$ cat src/hdl/mlb_pkg.sv
// Types, constants and helper functions for the Manchester link endpoint.
package mlb_pkg;

    localparam int HEADER_BYTES = 2;
    localparam int DATA_BYTES   = 32;
    localparam int FRAME_LEN    = HEADER_BYTES + DATA_BYTES;
    localparam int POS_W        = $clog2(FRAME_LEN);
    localparam int REF_W        = (DATA_BYTES > 1) ? $clog2(DATA_BYTES) : 1;
    localparam int STORE_DEPTH  = 32;
    localparam int STORE_AW     = $clog2(STORE_DEPTH);
    localparam int SAMPLE_W     = 10;
    localparam int BYTE_W       = 8;
    localparam int ERR_W        = 32;
    localparam int POP_W        = 4;

    localparam int S_TDATA_W    = 56;
    localparam int S_TUSER_W    = 2;
    localparam int M_TDATA_W    = 48;
    localparam int M_TUSER_W    = 1;
    localparam int CFG_INDEX_W  = 2;
    localparam int CFG_DATA_W   = 8;

    localparam logic [7:0] MASK_FIRST     = 8'h80;
    localparam logic [1:0] RX_LAST_PAIR   = 2'd3;
    localparam logic [7:0] NULL_HS_RESET  = 8'h55;
    localparam logic [7:0] DATA_HS_RESET  = 8'hAA;
    localparam logic [7:0] LOCK_TGT_RESET = 8'd8;

    typedef enum logic [1:0] {
        LINK_SEARCH  = 2'd0,
        LINK_LOCKED  = 2'd1,
        LINK_RUNNING = 2'd2
    } link_t;

    typedef enum logic [1:0] {
        KIND_TICK    = 2'd0,
        KIND_SAMPLE  = 2'd1,
        KIND_LOAD    = 2'd2,
        KIND_RESTART = 2'd3
    } kind_t;

    typedef enum logic [CFG_INDEX_W-1:0] {
        CFG_NULL_HS     = 2'd0,
        CFG_DATA_HS     = 2'd1,
        CFG_LOCK_TARGET = 2'd2
    } cfg_reg_t;

    typedef struct packed {
        logic [7:0] null_hs;
        logic [7:0] data_hs;
        logic [7:0] lock_target;
    } cfg_t;

    typedef struct packed {
        kind_t                 kind;
        logic [SAMPLE_W-1:0]   first_a;
        logic [SAMPLE_W-1:0]   first_b;
        logic [SAMPLE_W-1:0]   second_a;
        logic [SAMPLE_W-1:0]   second_b;
        logic [STORE_AW-1:0]   load_index;
        logic [BYTE_W-1:0]     load_value;
    } item_t;

    typedef struct packed {
        link_t              link;
        logic [7:0]         null_run;
        logic [POS_W-1:0]   tx_pos;
        logic [7:0]         tx_mask;
        logic               tx_second;
        logic               laser;
        logic [POS_W-1:0]   rx_pos;
        logic [1:0]         rx_pair;
        logic [7:0]         rx_accum;
        logic [REF_W-1:0]   ref_pos;
        logic [ERR_W-1:0]   errors;
    } state_t;

    typedef struct packed {
        logic               laser_level;
        logic               byte_done;
        logic [BYTE_W-1:0]  received_byte;
        link_t              lock_state;
        logic [ERR_W-1:0]   bit_errors;
    } result_t;

    localparam state_t STATE_RESET = '{
        link:      LINK_SEARCH,
        null_run:  8'd0,
        tx_pos:    '0,
        tx_mask:   MASK_FIRST,
        tx_second: 1'b0,
        laser:     1'b0,
        rx_pos:    '0,
        rx_pair:   2'd0,
        rx_accum:  8'd0,
        ref_pos:   '0,
        errors:    '0
    };

    function automatic logic [POP_W-1:0] popcount8(input logic [7:0] v);
        logic [POP_W-1:0] n;
        n = '0;
        for (int i = 0; i < 8; i++) begin
            n = n + POP_W'(v[i]);
        end
        return n;
    endfunction

    function automatic logic [POS_W-1:0] pos_inc(input logic [POS_W-1:0] p);
        return (p == POS_W'(FRAME_LEN - 1)) ? '0 : p + POS_W'(1);
    endfunction

    function automatic logic [STORE_AW-1:0] tx_store_addr(input logic [POS_W-1:0] p);
        logic [POS_W+STORE_AW-1:0] off;
        off = {{STORE_AW{1'b0}}, p} - (POS_W+STORE_AW)'(HEADER_BYTES);
        return off[STORE_AW-1:0];
    endfunction

    function automatic logic [STORE_AW-1:0] ref_store_addr(input logic [REF_W-1:0] r);
        logic [REF_W+STORE_AW-1:0] ext;
        ext = {{STORE_AW{1'b0}}, r};
        return ext[STORE_AW-1:0];
    endfunction

endpackage

$ cat src/hdl/manchester_link_lock_and_ber.sv
// Top level of the Manchester optical link endpoint with lock and bit error count.
// Takes one transaction per cycle unless a result stalls on m_tready, and returns one
// result per transaction, held in the input register and then in the result register.
// All per-transaction work (Manchester half-bit, sample-pair decisions, lock state
// machine, popcount error update) is a single combinational step between the two.
// The 32-byte reference store is a RAM read at the transmit and receive reference
// positions; reads are issued from the next state, so the bytes are ready at the next
// transaction, with a write-through path for a load to the same entry. Reading an
// entry never loaded gives an undefined byte. A result stalled on m_tready still lets
// one more transaction enter the input register.
module manchester_link_lock_and_ber (
    input  logic                             aclk,
    input  logic                             aresetn,
    input  logic                             cfg_wr_en,
    input  logic [mlb_pkg::CFG_INDEX_W-1:0]  cfg_index,
    input  logic [mlb_pkg::CFG_DATA_W-1:0]   cfg_wdata,
    input  logic                             s_tvalid,
    output logic                             s_tready,
    // first_bit_sample_a, first_bit_sample_b, second_bit_sample_a,
    // second_bit_sample_b, load_index, load_value, zero pad
    input  logic [mlb_pkg::S_TDATA_W-1:0]    s_tdata,
    // kind
    input  logic [mlb_pkg::S_TUSER_W-1:0]    s_tuser,
    output logic                             m_tvalid,
    input  logic                             m_tready,
    // laser_level, received_byte, lock_state, bit_errors, zero pad
    output logic [mlb_pkg::M_TDATA_W-1:0]    m_tdata,
    // byte_done
    output logic [mlb_pkg::M_TUSER_W-1:0]    m_tuser
);

    mlb_pkg::cfg_t    cfg_reg;
    mlb_pkg::cfg_t    cfg_next;
    mlb_pkg::item_t   in_item;
    mlb_pkg::item_t   in_reg;
    logic             in_valid_reg;
    logic             out_valid_reg;
    mlb_pkg::result_t out_reg;
    mlb_pkg::state_t  state_reg;
    mlb_pkg::state_t  step_next;
    mlb_pkg::state_t  state_next;
    mlb_pkg::state_t  state_rd;
    mlb_pkg::result_t step_res;
    logic             advance;
    logic             s_accept;
    logic             ram_we;

    logic [mlb_pkg::STORE_AW-1:0] tx_addr_next;
    logic [mlb_pkg::STORE_AW-1:0] rx_addr_next;
    logic [mlb_pkg::BYTE_W-1:0]   tx_ram_data;
    logic [mlb_pkg::BYTE_W-1:0]   rx_ram_data;
    logic [mlb_pkg::BYTE_W-1:0]   byp_data_reg;
    logic                         tx_byp_hit_reg;
    logic                         rx_byp_hit_reg;
    logic [mlb_pkg::BYTE_W-1:0]   ref_tx_byte;
    logic [mlb_pkg::BYTE_W-1:0]   ref_rx_byte;

    assign advance  = in_valid_reg && (!out_valid_reg || m_tready);
    assign s_tready = !in_valid_reg || advance;
    assign s_accept = s_tvalid && s_tready;

    always_comb begin
        in_item.kind       = mlb_pkg::kind_t'(s_tuser);
        in_item.first_a    = s_tdata[9:0];
        in_item.first_b    = s_tdata[19:10];
        in_item.second_a   = s_tdata[29:20];
        in_item.second_b   = s_tdata[39:30];
        in_item.load_index = s_tdata[44:40];
        in_item.load_value = s_tdata[52:45];
    end

    always_comb begin
        cfg_next = cfg_reg;
        if (cfg_wr_en) begin
            case (cfg_index)
                mlb_pkg::CFG_NULL_HS:     cfg_next.null_hs     = cfg_wdata;
                mlb_pkg::CFG_DATA_HS:     cfg_next.data_hs     = cfg_wdata;
                mlb_pkg::CFG_LOCK_TARGET: cfg_next.lock_target = cfg_wdata;
                default: begin
                end
            endcase
        end
    end

    always_ff @(posedge aclk) begin
        if (!aresetn) begin
            cfg_reg.null_hs     <= mlb_pkg::NULL_HS_RESET;
            cfg_reg.data_hs     <= mlb_pkg::DATA_HS_RESET;
            cfg_reg.lock_target <= mlb_pkg::LOCK_TGT_RESET;
        end else begin
            cfg_reg <= cfg_next;
        end
    end

    always_ff @(posedge aclk) begin
        if (!aresetn) begin
            in_valid_reg <= 1'b0;
        end else if (s_accept) begin
            in_valid_reg <= 1'b1;
        end else if (advance) begin
            in_valid_reg <= 1'b0;
        end
    end

    always_ff @(posedge aclk) begin
        if (s_accept) begin
            in_reg <= in_item;
        end
    end

    assign ref_tx_byte = tx_byp_hit_reg ? byp_data_reg : tx_ram_data;
    assign ref_rx_byte = rx_byp_hit_reg ? byp_data_reg : rx_ram_data;

    mlb_step u_step (
        .st          (state_reg),
        .item        (in_reg),
        .cfg         (cfg_reg),
        .ref_tx_byte (ref_tx_byte),
        .ref_rx_byte (ref_rx_byte),
        .st_next     (step_next),
        .res         (step_res)
    );

    assign state_next = advance ? step_next : state_reg;
    assign state_rd   = aresetn ? state_next : mlb_pkg::STATE_RESET;

    always_ff @(posedge aclk) begin
        if (!aresetn) begin
            state_reg <= mlb_pkg::STATE_RESET;
        end else begin
            state_reg <= state_next;
        end
    end

    assign ram_we       = advance && (in_reg.kind == mlb_pkg::KIND_LOAD);
    assign tx_addr_next = mlb_pkg::tx_store_addr(state_rd.tx_pos);
    assign rx_addr_next = mlb_pkg::ref_store_addr(state_rd.ref_pos);

    mlb_ram #(
        .WIDTH (mlb_pkg::BYTE_W),
        .DEPTH (mlb_pkg::STORE_DEPTH)
    ) u_ref_ram (
        .aclk      (aclk),
        .wr_en     (ram_we),
        .wr_addr   (in_reg.load_index),
        .wr_data   (in_reg.load_value),
        .rd_addr_a (tx_addr_next),
        .rd_data_a (tx_ram_data),
        .rd_addr_b (rx_addr_next),
        .rd_data_b (rx_ram_data)
    );

    always_ff @(posedge aclk) begin
        if (!aresetn) begin
            tx_byp_hit_reg <= 1'b0;
            rx_byp_hit_reg <= 1'b0;
        end else begin
            tx_byp_hit_reg <= ram_we && (in_reg.load_index == tx_addr_next);
            rx_byp_hit_reg <= ram_we && (in_reg.load_index == rx_addr_next);
        end
    end

    always_ff @(posedge aclk) begin
        byp_data_reg <= in_reg.load_value;
    end

    always_ff @(posedge aclk) begin
        if (!aresetn) begin
            out_valid_reg <= 1'b0;
        end else if (advance) begin
            out_valid_reg <= 1'b1;
        end else if (m_tready) begin
            out_valid_reg <= 1'b0;
        end
    end

    always_ff @(posedge aclk) begin
        if (advance) begin
            out_reg <= step_res;
        end
    end

    assign m_tvalid = out_valid_reg;
    assign m_tdata  = {5'd0, out_reg.bit_errors, out_reg.lock_state,
                       out_reg.received_byte, out_reg.laser_level};
    assign m_tuser  = out_reg.byte_done;

endmodule

$ cat src/hdl/mlb_ram.sv
// Generic single-write, dual-read RAM with registered read data.
module mlb_ram #(
    parameter int WIDTH = 8,
    parameter int DEPTH = 32
) (
    input  logic                     aclk,
    input  logic                     wr_en,
    input  logic [$clog2(DEPTH)-1:0] wr_addr,
    input  logic [WIDTH-1:0]         wr_data,
    input  logic [$clog2(DEPTH)-1:0] rd_addr_a,
    output logic [WIDTH-1:0]         rd_data_a,
    input  logic [$clog2(DEPTH)-1:0] rd_addr_b,
    output logic [WIDTH-1:0]         rd_data_b
);

    logic [WIDTH-1:0] mem_reg [DEPTH];

    always_ff @(posedge aclk) begin
        if (wr_en) begin
            mem_reg[wr_addr] <= wr_data;
        end
        rd_data_a <= mem_reg[rd_addr_a];
        rd_data_b <= mem_reg[rd_addr_b];
    end

endmodule

$ cat src/hdl/mlb_step.sv
// Per-transaction next-state and result logic of the link endpoint.
module mlb_step (
    input  mlb_pkg::state_t           st,
    input  mlb_pkg::item_t            item,
    input  mlb_pkg::cfg_t             cfg,
    input  logic [mlb_pkg::BYTE_W-1:0] ref_tx_byte,
    input  logic [mlb_pkg::BYTE_W-1:0] ref_rx_byte,
    output mlb_pkg::state_t           st_next,
    output mlb_pkg::result_t          res
);

    logic [7:0]                 src_byte;
    logic                       tx_bit;
    logic [7:0]                 mask_rot;
    logic                       hi_bit;
    logic                       lo_bit;
    logic [2:0]                 pair_shift;
    logic [7:0]                 accum_new;
    logic                       byte_done;
    logic                       err_en;
    logic [7:0]                 err_ref;
    logic [mlb_pkg::POP_W-1:0]  err_add;
    logic [7:0]                 run_inc;

    always_comb begin
        case (st.link)
            mlb_pkg::LINK_RUNNING: begin
                if (st.tx_pos == '0) begin
                    src_byte = cfg.data_hs;
                end else if (st.tx_pos < mlb_pkg::POS_W'(mlb_pkg::HEADER_BYTES)) begin
                    src_byte = 8'd0;
                end else begin
                    src_byte = ref_tx_byte;
                end
            end
            mlb_pkg::LINK_LOCKED: begin
                src_byte = (st.tx_pos == '0) ? cfg.data_hs : cfg.null_hs;
            end
            default: begin
                src_byte = cfg.null_hs;
            end
        endcase
    end

    assign tx_bit     = |(src_byte & st.tx_mask);
    assign mask_rot   = {st.tx_mask[0], st.tx_mask[7:1]};
    assign hi_bit     = item.first_a < item.first_b;
    assign lo_bit     = item.second_a < item.second_b;
    assign pair_shift = 3'd6 - {st.rx_pair, 1'b0};
    assign accum_new  = st.rx_accum | (8'({hi_bit, lo_bit}) << pair_shift);
    assign byte_done  = (item.kind == mlb_pkg::KIND_SAMPLE) && (st.rx_pair == mlb_pkg::RX_LAST_PAIR);
    assign run_inc    = st.null_run + 8'd1;

    always_comb begin
        case (st.link)
            mlb_pkg::LINK_RUNNING: begin
                err_en  = st.rx_pos >= mlb_pkg::POS_W'(mlb_pkg::HEADER_BYTES);
                err_ref = ref_rx_byte;
            end
            mlb_pkg::LINK_LOCKED, mlb_pkg::LINK_SEARCH: begin
                err_en  = 1'b1;
                err_ref = cfg.null_hs;
            end
            default: begin
                err_en  = 1'b0;
                err_ref = cfg.null_hs;
            end
        endcase
    end

    assign err_add = mlb_pkg::popcount8(accum_new ^ err_ref);

    always_comb begin
        st_next = st;
        case (item.kind)
            mlb_pkg::KIND_TICK: begin
                if (st.tx_second) begin
                    st_next.laser     = tx_bit;
                    st_next.tx_mask   = mask_rot;
                    st_next.tx_second = 1'b0;
                    if (mask_rot[7]) begin
                        st_next.tx_pos = mlb_pkg::pos_inc(st.tx_pos);
                    end
                end else begin
                    st_next.laser     = ~tx_bit;
                    st_next.tx_second = 1'b1;
                end
            end
            mlb_pkg::KIND_SAMPLE: begin
                st_next.rx_pair  = st.rx_pair + 2'd1;
                st_next.rx_accum = accum_new;
                if (byte_done) begin
                    st_next.rx_accum = 8'd0;
                    st_next.rx_pos   = mlb_pkg::pos_inc(st.rx_pos);
                    if (err_en) begin
                        st_next.errors = st.errors + mlb_pkg::ERR_W'(err_add);
                    end
                    case (st.link)
                        mlb_pkg::LINK_RUNNING: begin
                            if (err_en) begin
                                st_next.ref_pos =
                                    (st.ref_pos == mlb_pkg::REF_W'(mlb_pkg::DATA_BYTES - 1)) ?
                                    '0 : st.ref_pos + mlb_pkg::REF_W'(1);
                            end else if (st.rx_pos == '0 && accum_new != cfg.data_hs) begin
                                st_next.link     = mlb_pkg::LINK_SEARCH;
                                st_next.null_run = 8'd0;
                            end
                        end
                        mlb_pkg::LINK_LOCKED: begin
                            if (accum_new == cfg.data_hs) begin
                                st_next.tx_pos    = '0;
                                st_next.tx_mask   = mlb_pkg::MASK_FIRST;
                                st_next.tx_second = 1'b0;
                                st_next.rx_pos    = mlb_pkg::POS_W'(1);
                                st_next.ref_pos   = '0;
                                st_next.link      = mlb_pkg::LINK_RUNNING;
                            end else if (accum_new != cfg.null_hs) begin
                                st_next.link     = mlb_pkg::LINK_SEARCH;
                                st_next.null_run = 8'd0;
                            end
                        end
                        mlb_pkg::LINK_SEARCH: begin
                            if (accum_new == cfg.null_hs) begin
                                st_next.null_run = run_inc;
                                if (run_inc == cfg.lock_target) begin
                                    st_next.link = mlb_pkg::LINK_LOCKED;
                                end
                            end else begin
                                st_next.null_run = 8'd0;
                            end
                        end
                        default: begin
                        end
                    endcase
                end
            end
            mlb_pkg::KIND_RESTART: begin
                st_next.link      = mlb_pkg::LINK_SEARCH;
                st_next.laser     = 1'b0;
                st_next.null_run  = 8'd0;
                st_next.tx_pos    = '0;
                st_next.tx_mask   = mlb_pkg::MASK_FIRST;
                st_next.tx_second = 1'b0;
                st_next.rx_pos    = '0;
                st_next.rx_pair   = 2'd0;
                st_next.rx_accum  = 8'd0;
            end
            default: begin
            end
        endcase
    end

    always_comb begin
        res.laser_level   = st_next.laser;
        res.byte_done     = byte_done;
        res.received_byte = byte_done ? accum_new : 8'd0;
        res.lock_state    = st_next.link;
        res.bit_errors    = st_next.errors;
    end

endmodule

$ cat config.mk
export PLATFORM = sky130hd
export DESIGN_NAME = manchester_link_lock_and_ber
export DESIGN_NICKNAME = d
export VERILOG_FILES = /design/src/hdl/mlb_pkg.sv /design/src/hdl/manchester_link_lock_and_ber.sv /design/src/hdl/mlb_ram.sv /design/src/hdl/mlb_step.sv
export SDC_FILE = /design/constraint.sdc
export NUM_CORES = 1
export LEC_CHECK = 0
export BUFFER_PORTS_ARGS = -buffer_cell sky130_fd_sc_hd__buf_2
export CORE_UTILIZATION = 55
export CTS_BUF_LIST = sky130_fd_sc_hd__clkbuf_8
export CTS_CLUSTER_DIAMETER = 100
export DETAILED_ROUTE_END_ITERATION = 8
export MAX_ROUTING_LAYER = met4
export PLACE_DENSITY = 0.76
export SLEW_MARGIN = 20
export SYNTH_ARGS = -nofsm -noshare
export SYNTH_HDL_FRONTEND = slang
export SYNTH_SLANG_ARGS = --single-unit
$ cat constraint.sdc
create_clock -name aclk -period 6.25 [get_ports aclk]
set_input_delay 0.625 -clock aclk [delete_from_list [all_inputs] [get_ports aclk]]
set_output_delay 0.625 -clock aclk [all_outputs]
set_load 0.03 [all_outputs]
==> results.cfg <==
[synthesis]
ys_top_cells_by_area = edfxtp_1 46%, mux4_2 12%, dfxtp_1 11%
yosysTopAreaCell = edfxtp_1
yosys_warnings = 0
syn_inst = 1753
syn_area_um2 = 23100
synth.distinct_cells = 74
synth_top_area_share_pct = 46.1
synth_ff_type = edfxtp_1
ys_seq_elements = 486
async_flop_share_pct = 0
ys_seq_area_share_pct = 57.4
synth.avg_cell_area_um2 = 13.2
synth-edff-count = 355

[floorplan]
initial_utilization_pct = 56.2
die_w_um = 207
fp.dieH_um = 207
core-area_um2 = 41200
rows = 74
top_level_ports = 124
dieArea_um2 = 42900

[layout]
area_growth_syn_to_layout_pct = 13.5
fin_nets = 2035
layout_commonest_cell = edfxtp_1
fillers = 3015
multiInputGateArea_um2 = 9510
largest_register_ffs = 256
ff_latch_area_um2 = 13300
drive_gt1_share_pct = 24.3
final_cell_mix = 355 x edfxtp_1, 144 x nand2_1, 133 x nor2_1

[power_and_ir_drop]
p_total_uw = 6660
peakVddDrop_mv = 0.210
p_leak_uw = 0.00927
power_density_nw_per_um2 = 253

[global_routing]
grt_max_degree = 67
grt_pass1_vias = 15818
grt_first_pass_wirelength_um = 90100
globalRouteTotalUtil_pct = 28.3
overflow = 0
antenna_found_initial = 1

[timing]
max_freq_mhz = 160
fin_crit_ns = 6.26
max_slew_margin_pct = 19.4
hold_violations = 0
maxSlewViolCount = 0
worst_pin_slew_ns = 1.21
final-setup-viol-count = 1
fin_worst_skew_ns = 0.0179
finalCritPeriodShare_pct = 100
rsz0062_at_grt = true
fin_hold_ws_ns = 0.164
timing.final.ws_setup_ns = -0.0133

[cts]
cts.sinks = 486
cts_root_buffer = clkbuf_8
clockBufferDepth = 3
clkSlewWorstSetupHoldPaths_ns = 0.06
clk_latency_ns = 0.64
cts_tree = built
cts_inserted_buffers = 80
htree_levels = 3
holdBufCountCts = 0

[hold_path]
worstHoldPathCells = 1
hp-class = in2reg
hold_start = s_tdata[42]

[route]
vias = 15701
first_pass_iters = 6
viasPerCell = 6.26
drc = 0
avgRoutedWirePerCell_um = 23.4
final_antenna_net_count = 0
first_iter_violations = 1567
routed_wirelength_um = 58700

[placement]
io_buffers = 115
gp_congestion = 0.959
dp_hpwl_um = 38900
dp_slack_ns = -0.160

[critical_path]
reg2reg_from = in_reg[49]
start_kind = flip-flop
path_max_fanout = 6
rr_worst_depth = 25
r2r_slack_ns = -0.01
crit_start = in_reg[49]
crit_type = reg2reg
end_kind = flip-flop
cp_data_arrival_time_ns = 6.82
critPathRequiredTime_ns = 6.81

[run]
cap_viol_max_count = 0

[outcome]
violations = negative setup slack
status = finished, violations left
==> worst paths after layout <==
check	to
max	state_reg[29]
min	in_reg[10]
max reg2reg	state_reg[29]
min reg2reg	state_reg[75]
==> layout make-up <==
class / instances / share of cell area [%]
flip-flops and latches: 486 / 50.6
multi-input cells: 1116 / 36.2
clock buffers: 86 / 4.51
repair buffers: 170 / 4.14
well taps: 532 / 2.53
clock inverters: 59 / 1.24
inverters: 57 / 0.814
diodes: 1 / 0.00953
==> Yosys cell counts, types with 5 or more instances <==
master and n:
edfxtp_1 355, nand2_1 147, nor2_1 140, dfxtp_1 131, mux4_2 126, a21oi_1 69, clkbuf_1 59, inv_1 55
nand3_1 54, o21ai_0 54, mux2i_1 50, xnor2_1 50, ha_1 46, xor2_1 44, o22ai_1 39, nor3_1 28
and3_1 23, nand2b_1 21, or3_1 20, buf_2 19, and2_1 17, a31oi_1 16, nor2b_1 15, nor4_1 15
nand3b_1 12, a32oi_1 11, nand4_1 11, a22o_1 8, buf_4 8, buf_1 7, mux2_2 7, a211oi_1 6
a21o_1 6, a22oi_1 5, fa_1 5, nor3b_1 5, nor4_2 5, o21a_1 5
==> repair_timing <==
item | in CTS | in global routing
resized for setup | 7 | 31
buffers inserted | 1 | 7
pin swaps | 5 | 10
setup endpoints to repair | 17 | 24
==> where the power goes <==
part | leakage [µW] | internal, µW | switching [µW]
clock | 0.000881 | 1390 | 1280
sequential | 0.00431 | 3510 | 46.6
combinational | 0.00408 | 172 | 253
==> per-layer routing <==
layer	share of wire (%)	global-route usage, %
met1	39	34.8
met2	50	46.1
met3	7.2	4.49
met4	4.5	13.6
met5	0	-
==> critical path, stage by stage (launching register included) <==
cell and delay [ns]:
edfxtp_1 0.42, ha_4 0.30, nand4_4 0.09, or3_1 0.33, o221a_4 0.24, a41oi_4 0.25
xnor2_1 0.15, ha_1 0.26, fa_1 0.49, inv_1 0.05, fa_1 0.45, fa_2 0.37
fa_2 0.56, inv_2 0.06, ha_4 0.25, a21o_1 0.12, a21oi_2 0.07, nor2b_2 0.15
o2111ai_2 0.16, or3_4 0.39, nor3_4 0.15, nand4_1 0.18, inv_2 0.14, nand2_4 0.06
or3_1 0.37, a21oi_1 0.12
==> per-stage QoR <==
stage / utilization [%] / instances / area (µm²) / TNS [ns]
final: 63.8 / 2507 / 26300 / -0.0133
after global routing: 63.8 / 2507 / 26300 / -2.82
after CTS: 63.1 / 2496 / 26000 / -0.0873
after detailed placement: 59.3 / 2350 / 24400 / -1.09
after global placement: 59.3 / 2350 / 24400 / -0.415
after floorplan: - / 1757 / 23300 / 0
==> cell families after synthesis <==
group	count (synthesis)	synth area share [%]
flops	486	57.4
simple gates	530	11.2
mux	186	15.1
fa+ha+maj	51	2.92
compound gates	250	6.85
buf+inv	155	3.00
xor+xnor	94	3.56
other cells	1	0.0162
Note: power is estimated with default switching activity, not from simulation.
